==> src/fls_pkg.sv <==
// ----------------------------------------------------------------------------
// fls_pkg
// Shared field widths, status codes and the result word type of the
// free-list index allocator.
// ----------------------------------------------------------------------------
package fls_pkg;

    localparam int IDX_W  = 10;
    localparam int CNT_W  = 7;
    localparam int FC_W   = 11;
    localparam int STAT_W = 2;

    localparam logic [STAT_W-1:0] STAT_OK       = 2'd0;
    localparam logic [STAT_W-1:0] STAT_NO_FREE  = 2'd1;
    localparam logic [STAT_W-1:0] STAT_OVERFLOW = 2'd2;

    localparam logic CMD_ALLOC = 1'b0;
    localparam logic CMD_FREE  = 1'b1;

    typedef struct packed {
        logic              valid;
        logic              last;
        logic              from_ram;
        logic [STAT_W-1:0] status;
        logic [FC_W-1:0]   free_count;
    } res_t;

endpackage

==> src/fls_ctrl.sv <==
// ----------------------------------------------------------------------------
// fls_ctrl
// Sequencer of the allocator: clearing pass, command decode, top pointer
// and the one shared add/subtract unit that forms the new top pointer and the read address.
// ----------------------------------------------------------------------------
module fls_ctrl
    import fls_pkg::*;
#(
    parameter int ENTRIES   = 1024,
    parameter int MAX_BURST = 64,
    parameter int AW        = 10,
    parameter int PW        = 11
)
(
    input  logic             clk,
    input  logic             rst_n,
    input  logic             start,
    input  logic             command,
    input  logic [CNT_W-1:0] count,
    input  logic [IDX_W-1:0] freed_index,
    output logic             busy,
    output logic             mem_we,
    output logic [AW-1:0]    mem_waddr,
    output logic [IDX_W-1:0] mem_wdata,
    output logic             mem_re,
    output logic [AW-1:0]    mem_raddr,
    output res_t             res
);

    localparam int KW = (MAX_BURST > 1) ? $clog2(MAX_BURST) : 1;
    localparam int CW = PW + CNT_W;

    localparam logic [1:0] S_CLEAR = 2'd0;
    localparam logic [1:0] S_IDLE  = 2'd1;
    localparam logic [1:0] S_RUN   = 2'd2;

    logic [1:0]    state_reg, state_next;
    logic [PW-1:0] top_reg, top_next;
    logic [KW-1:0] k_reg, k_next;
    logic [KW-1:0] last_k_reg, last_k_next;
    logic [AW-1:0] clr_reg, clr_next;
    res_t          res_reg, res_next;

    // Shared add/subtract unit.
    logic [PW-1:0] op_b;
    logic          op_sub;
    logic [PW-1:0] alu_sum;

    logic [PW+CNT_W-1:0] count_wide;
    logic [PW+KW-1:0]    k_wide;
    logic [CW-1:0]       count_cmp;
    logic [CW-1:0]       top_cmp;
    logic [PW+FC_W-1:0]  top_fc_wide;
    logic [PW+FC_W-1:0]  sum_fc_wide;
    logic [AW+IDX_W-1:0] clr_wide;
    logic                top_full;

    assign count_wide  = {{PW{1'b0}}, count};
    assign k_wide      = {{PW{1'b0}}, k_reg};
    assign count_cmp   = {{PW{1'b0}}, count};
    assign top_cmp     = {{CNT_W{1'b0}}, top_reg};
    assign top_fc_wide = {{FC_W{1'b0}}, top_reg};
    assign sum_fc_wide = {{FC_W{1'b0}}, alu_sum};
    assign clr_wide    = {{IDX_W{1'b0}}, clr_reg};
    assign top_full    = (top_reg == PW'(ENTRIES));

    always_comb
    begin
        op_b   = k_wide[PW-1:0];
        op_sub = 1'b0;
        if (state_reg == S_IDLE)
        begin
            if (command == CMD_FREE)
            begin
                op_b = PW'(1);
            end
            else
            begin
                op_b   = count_wide[PW-1:0];
                op_sub = 1'b1;
            end
        end
    end

    assign alu_sum = op_sub ? (top_reg - op_b) : (top_reg + op_b);

    always_comb
    begin
        state_next  = state_reg;
        top_next    = top_reg;
        k_next      = k_reg;
        last_k_next = last_k_reg;
        clr_next    = clr_reg;
        mem_we      = 1'b0;
        mem_waddr   = top_reg[AW-1:0];
        mem_wdata   = freed_index;
        mem_re      = 1'b0;
        mem_raddr   = alu_sum[AW-1:0];
        res_next            = res_reg;
        res_next.valid      = 1'b0;
        res_next.last       = 1'b1;
        res_next.from_ram   = 1'b0;
        res_next.status     = STAT_OK;
        res_next.free_count = top_fc_wide[FC_W-1:0];

        unique case (state_reg)
            S_CLEAR:
            begin
                // Entry i is loaded with i, one entry per cycle.
                mem_we    = 1'b1;
                mem_waddr = clr_reg;
                mem_wdata = clr_wide[IDX_W-1:0];
                if (clr_reg == AW'(ENTRIES - 1))
                begin
                    state_next = S_IDLE;
                end
                else
                begin
                    clr_next = clr_reg + AW'(1);
                end
            end
            S_IDLE:
            begin
                if (start)
                begin
                    if (command == CMD_FREE)
                    begin
                        res_next.valid = 1'b1;
                        if (top_full)
                        begin
                            res_next.status = STAT_OVERFLOW;
                        end
                        else
                        begin
                            mem_we              = 1'b1;
                            top_next            = alu_sum;
                            res_next.free_count = sum_fc_wide[FC_W-1:0];
                        end
                    end
                    else if (count == '0)
                    begin
                        res_next.valid = 1'b1;
                    end
                    else if ((count > CNT_W'(MAX_BURST)) || (count_cmp > top_cmp))
                    begin
                        res_next.valid  = 1'b1;
                        res_next.status = STAT_NO_FREE;
                    end
                    else
                    begin
                        top_next    = alu_sum;
                        k_next      = '0;
                        last_k_next = KW'(count - CNT_W'(1));
                        state_next  = S_RUN;
                    end
                end
            end
            S_RUN:
            begin
                // One stack read per cycle at top + k; the word shows up on
                // the result ports with the registered read data.
                mem_re            = 1'b1;
                res_next.valid    = 1'b1;
                res_next.from_ram = 1'b1;
                res_next.last     = (k_reg == last_k_reg);
                if (k_reg == last_k_reg)
                begin
                    state_next = S_IDLE;
                end
                else
                begin
                    k_next = k_reg + KW'(1);
                end
            end
            default:
            begin
                state_next = S_IDLE;
            end
        endcase
    end

    always_ff @(posedge clk or negedge rst_n)
    begin
        if (!rst_n)
        begin
            state_reg  <= S_CLEAR;
            top_reg    <= PW'(ENTRIES);
            k_reg      <= '0;
            last_k_reg <= '0;
            clr_reg    <= '0;
            res_reg    <= '0;
        end
        else
        begin
            state_reg  <= state_next;
            top_reg    <= top_next;
            k_reg      <= k_next;
            last_k_reg <= last_k_next;
            clr_reg    <= clr_next;
            res_reg    <= res_next;
        end
    end

    assign busy = (state_reg != S_IDLE);
    assign res  = res_reg;

    a_top_bound: assert property (@(posedge clk) disable iff (!rst_n)
        top_reg <= PW'(ENTRIES))
        else $error("top pointer above stack depth");

    a_error_is_last: assert property (@(posedge clk) disable iff (!rst_n)
        (res_reg.valid && res_reg.status != STAT_OK) |-> res_reg.last)
        else $error("error word not marked last");

    a_ram_word_from_run: assert property (@(posedge clk) disable iff (!rst_n)
        (res_reg.valid && res_reg.from_ram) |-> $past(state_reg == S_RUN))
        else $error("stack word issued outside a burst");

    a_free_one_word: assert property (@(posedge clk) disable iff (!rst_n)
        (start && state_reg == S_IDLE && command == CMD_FREE)
        |=> (res_reg.valid && res_reg.last && state_reg == S_IDLE))
        else $error("free did not give one word");

    a_burst_end: assert property (@(posedge clk) disable iff (!rst_n)
        (state_reg == S_RUN && k_reg == last_k_reg) |=> (state_reg == S_IDLE))
        else $error("burst ran past its count");

endmodule

==> config.mk <==
export PLATFORM = sky130hd
export DESIGN_NAME = fls_ctrl
export DESIGN_NICKNAME = d
export VERILOG_FILES = /design/src/fls_pkg.sv /design/src/fls_ctrl.sv
export SDC_FILE = /design/constraint.sdc
export NUM_CORES = 1
export LEC_CHECK = 0
export ABC_AREA = 1
export BUFFER_PORTS_ARGS = -buffer_cell sky130_fd_sc_hd__buf_4
export CAP_MARGIN = 10
export CORE_ASPECT_RATIO = 0.6
export CORE_UTILIZATION = 51
export CTS_CLUSTER_SIZE = 24
export DETAILED_ROUTE_END_ITERATION = 6
export PLACE_DENSITY = 0.83
export SLEW_MARGIN = 25
export SYNTH_ARGS = -nofsm -noshare
export SYNTH_HDL_FRONTEND = slang
export SYNTH_SLANG_ARGS = --single-unit
==> constraint.sdc <==
create_clock -name clk -period 2.9 [get_ports clk]
set_clock_uncertainty 0.1 [all_clocks]
set_input_delay 0 -clock clk [delete_from_list [all_inputs] [get_ports clk]]
set_output_delay 0 -clock clk [all_outputs]
set_load 0.005 [all_outputs]
# Word-level counts from Yosys, hierarchy flattened
# Index checks and enable logic that the tools add are counted.
# Widths: inputs -> output; s select.
# op_classes
n_addsub	5
order_cmp	2
eq_ne	15
mux	42
bitwise	4
reduce_logical	9
# ops
op	count
$mux 11	7
$mux 6	5
$mux 13	2
$mux 10	2
$mux 2	9
$ne 2x2->1 const B	9
$mux 1	12
$pmux 6 s2	1
$reduce_and 6->1	2
$add 11x11->11	1
$eq 11x11->1 const B	1
$gt 7x11->1	1
$sub 11x11->11	1
$add 10x1->10 const B	1
$eq 10x10->1 const B	1
$gt 7x7->1 const B	1
$logic_not 7->1	1
$mux 7	1
$add 6x1->6 const B	1
$eq 6x6->1	1
$pmux 2 s3	1
$sub 6x1->6 const B	1
$reduce_and 5->1	1
$not 1->1	4
9 further kinds	10
# word_totals
register_bits	51
input_bits	21
output_inout_bits	49
word_cells	87

# Logic depth before layout (Yosys ltp)
# logic_depth
ltp_word	8
depth_mapped	23
ltp_nobuf	23

# Least setup slack after synthesis
# Ideal clock, no wire load.
# synth_path
kind	register -> register
startpoint	register state_reg[1]
endpoint	register res_reg (netlist bit res[7])
arrival_time_ps	2749
setup_slack_ps	-66
path_stages_with_launch	19
n_path_buf	1
path_cell_list	dfrtp_1 -> inv_1 -> ha_1 -> buf_4 -> nand2_4 -> o22ai_1 -> inv_1 -> ha_1 -> or2_2 -> o211ai_1 -> ha_1 -> a21oi_1 -> nand2_1 -> nand3_1 -> nand2_1 -> xor2_2 -> inv_1 -> o21ai_1 -> inv_1
# synth_rtl
element	line	source
from (decl)	fls_ctrl.sv:37	logic [1:0] state_reg, state_next;
from (signal assigned)	fls_ctrl.sv:195	state_reg <= state_next;
to (signal assigned)	fls_ctrl.sv:200	res_reg <= res_next;
to (decl)	fls_ctrl.sv:42	res_t res_reg, res_next;

# Worst setup path in the final report
# layout_path
startpoint	register state_reg[1]
endpoint	output mem_raddr[8]
# layout_via
elab_chain_len	4
# layout_rtl
element	line	source
$eq 2x1->1 (*)	fls_ctrl.sv:71	if (state_reg == S_IDLE)
$mux 11	fls_ctrl.sv:71	
$add 11x11->11 / $sub 11x11->11 (equally long branches)	fls_ctrl.sv:85	assign alu_sum = op_sub ? (top_reg - op_b) : (top_reg + op_b);
$mux 11 (*)	fls_ctrl.sv:85	
to (decl)	fls_ctrl.sv:26	output logic [AW-1:0] mem_raddr,
# Mark *: on every way between the ends. The rest lies on a longest branch, timed or not.

==> impl_metrics.ini <==
[status]
status = complete, but fails checks
violations = design-rule violations, negative setup slack

[placement]
gp_congestion = 0.947
numPortBuffers = 69
hpwl_mm = 8.52

[drt]
vias = 4098
wl_mm = 13.0
ant_nets = 0
avgRoutedWirePerCell_um = 18.1
drt_iter0_drc = 529
drc = 1
via_per_inst = 5.70
firstDrtPassIters = 7

[clock_network]
cts_tree = built
cts_buffers = 5
cts_root_buffer = clkbuf_16
htree_levels = 2
clock_sinks = 51
worst_skew_pair.late_latency_ps = 300
clockBufferDepth = 2
cts.clk_slew.worst_paths_ps = 70

[floorplanning]
rows = 23
io_pins = 70
die_w_um = 113
core_sq_mm = 0.00691
die_h_um = 68.7
dieArea_sq_mm = 0.00778
start_util_pct = 54.8

[timing]
rsz0062_at_grt = true
post-route-period-util_pct = 114
setup_ws_ps = -412
min_period_ps = 3310
fin_setup_tns_ps = -5000
relSlewSlack_pct = 54.5
setup_violations = 24
hold_viol_final = 0
final_max_slew_viol_count = 0
worstMarginPinSlew_ps = 683
fmax_ghz = 0.302

[synthesis]
yosysSeqAreaShare_pct = 33.7
synth_edf_count = 0
syn_nets = 556
synthDistinctLibCells = 47
yosys_most_used_dff = dfrtp_1
synth-seq-cells = 51
async_flop_share_pct = 100
synth_area_sq_mm = 0.00379
synthCells = 509
synth_area_per_cell_sq_um = 7.44
ys_warn_count = 0

[setup_path]
crit_fanout = 6
slowest_delay_ps = 370
critPathSlowestCell = dfrtp_1
worstPathBufferInverterCount = 4
r2r-end = res[10]
cp_common_cell = nor2_1
path_class = reg2out
crit_path_end_kind = primary output
cpLargestDelayFamily = simple AND/OR/NAND/NOR gates
crit_path_cell_trace = inv_2 > ha_4 > buf_4 > nand3_2 > nand2_1 > nor2_1 > nand2_2 > nor2_1 > nand2_1 > o21ai_0 > ha_1 > nand2_1 > nor2_1 > nor2_1 > nand2_2 > xor2_2 > inv_1 > buf_4
critPathRequiredTime_ps = 2800
startpoint_type = flip-flop
reg2reg_depth = 18
r2r-start = state_reg[1]
arrival_ps = 3210
r2r_slack_ps = -310

[cells_and_area]
final_cell_mix = nand2_1 (130), buf_4 (105), inv_1 (69)
mostFrequentLayoutCell = nand2_1
largest_register_ffs = 16
layout.nets = 678
diodes = 0
syn_to_final_growth_pct = 41.5
drive_gt1_share_pct = 36.7

[min_path]
min_from = count[6]
hold_depth = 3
whs_endpoint = res[11]
hold_class = in2reg

[global_route]
gr-total-overflow = 0
grt_usage_pct = 31.9
grt_pass1_wl_mm = 18.6
grt_pass1_vias = 3773
grt_max_degree = 52
antenna_found_initial = 0

[flow_run]
cap_violations = 0
[cell families after synthesis]
group,after synthesis,share of synthesized area [%]
and+or+nand+nor,241,29.1
adders and majority gates,26,8.79
buffers and inverters,90,9.88
xor gates and xnor gates,24,5.75
AOI/OAI and AO/OA,77,12.8
DFF,51,33.7
[through the flow]
stage | setup slack (ps) | cell area [sq um] | instances | utilization (%) | hold WS (ps)
after floorplan | 14.7 | 3800 | 509 | - | -396
after global placement | -86.8 | 4620 | 691 | 66.9 | -30.2
after detailed placement | -218 | 4620 | 691 | 66.9 | -20.5
after CTS | -320 | 5120 | 714 | 74.1 | 22.3
after global routing | -605 | 5360 | 719 | 77.6 | 27.4
final | -412 | 5360 | 719 | 77.6 | 37.0
[per-layer routing]
metal	GRT usage (%)	wire (um)	part of all wire, %
met1	43.8	5370	41
met2	50.8	5710	44
met3	6.56	1490	11
met4	11.3	481	3.7
met5	0	0	0
[worst max path at each step]
stage / startpoint / to / slack (ps) / cells past startpoint
after global placement: state_reg[0] / res[6] / -90 / 15
after global routing: state_reg[0] / mem_raddr[8] / -600 / 17
after floorplan: state_reg[1] / res[7] / 10 / 18
after detailed placement: state_reg[1] / res[9] / -220 / 16
after CTS: state_reg[1] / mem_raddr[7] / -320 / 18
final: state_reg[1] / mem_raddr[8] / -410 / 18
[tightest hold or removal path: cells and delay by family]
family | cells | cell delay, ps
simple gates | 1 | 150
buf+inv | 1 | 140
compound gates | 1 | 120
[timing repair]
item / 4_1_cts / 5_1_grt
hold endpoints to repair: 53 / 0
hold buffers: 5 / 0
pin swaps: 29 / 24
buffers inserted: 14 / 7
endpoints found under the setup margin: 24 / 26
resized for setup: 46 / 45
gates cloned: 0 / 0
[cells in the mapped netlist, drive strengths merged, types with 7 or more instances]
cell type	number	area [sq um]
dfrtp	50	1250
a21oi	15	86.3
o21ai	42	251
buf	7	60.1
o22ai	10	68.8
xor2	22	200
nor3	9	50.1
ha	25	313
nand2	157	632
nor2	35	164
nand4	8	56.3
nand3	27	160
inv	81	307
[final cells by class]
class	instances	area, sq um
Clock buffer	6	139
Inverter	81	307
Fill cell	437	1550
Clock inverter	2	38.8
Sequential cell	51	1280
Timing Repair Buffer	124	996
Multi-Input combinational cell	368	2490
Tap cell	87	109
Power is left out: the tool's default activity adds up to more than one toggle a clock period on the data nets, which glitch-free logic cannot reach.
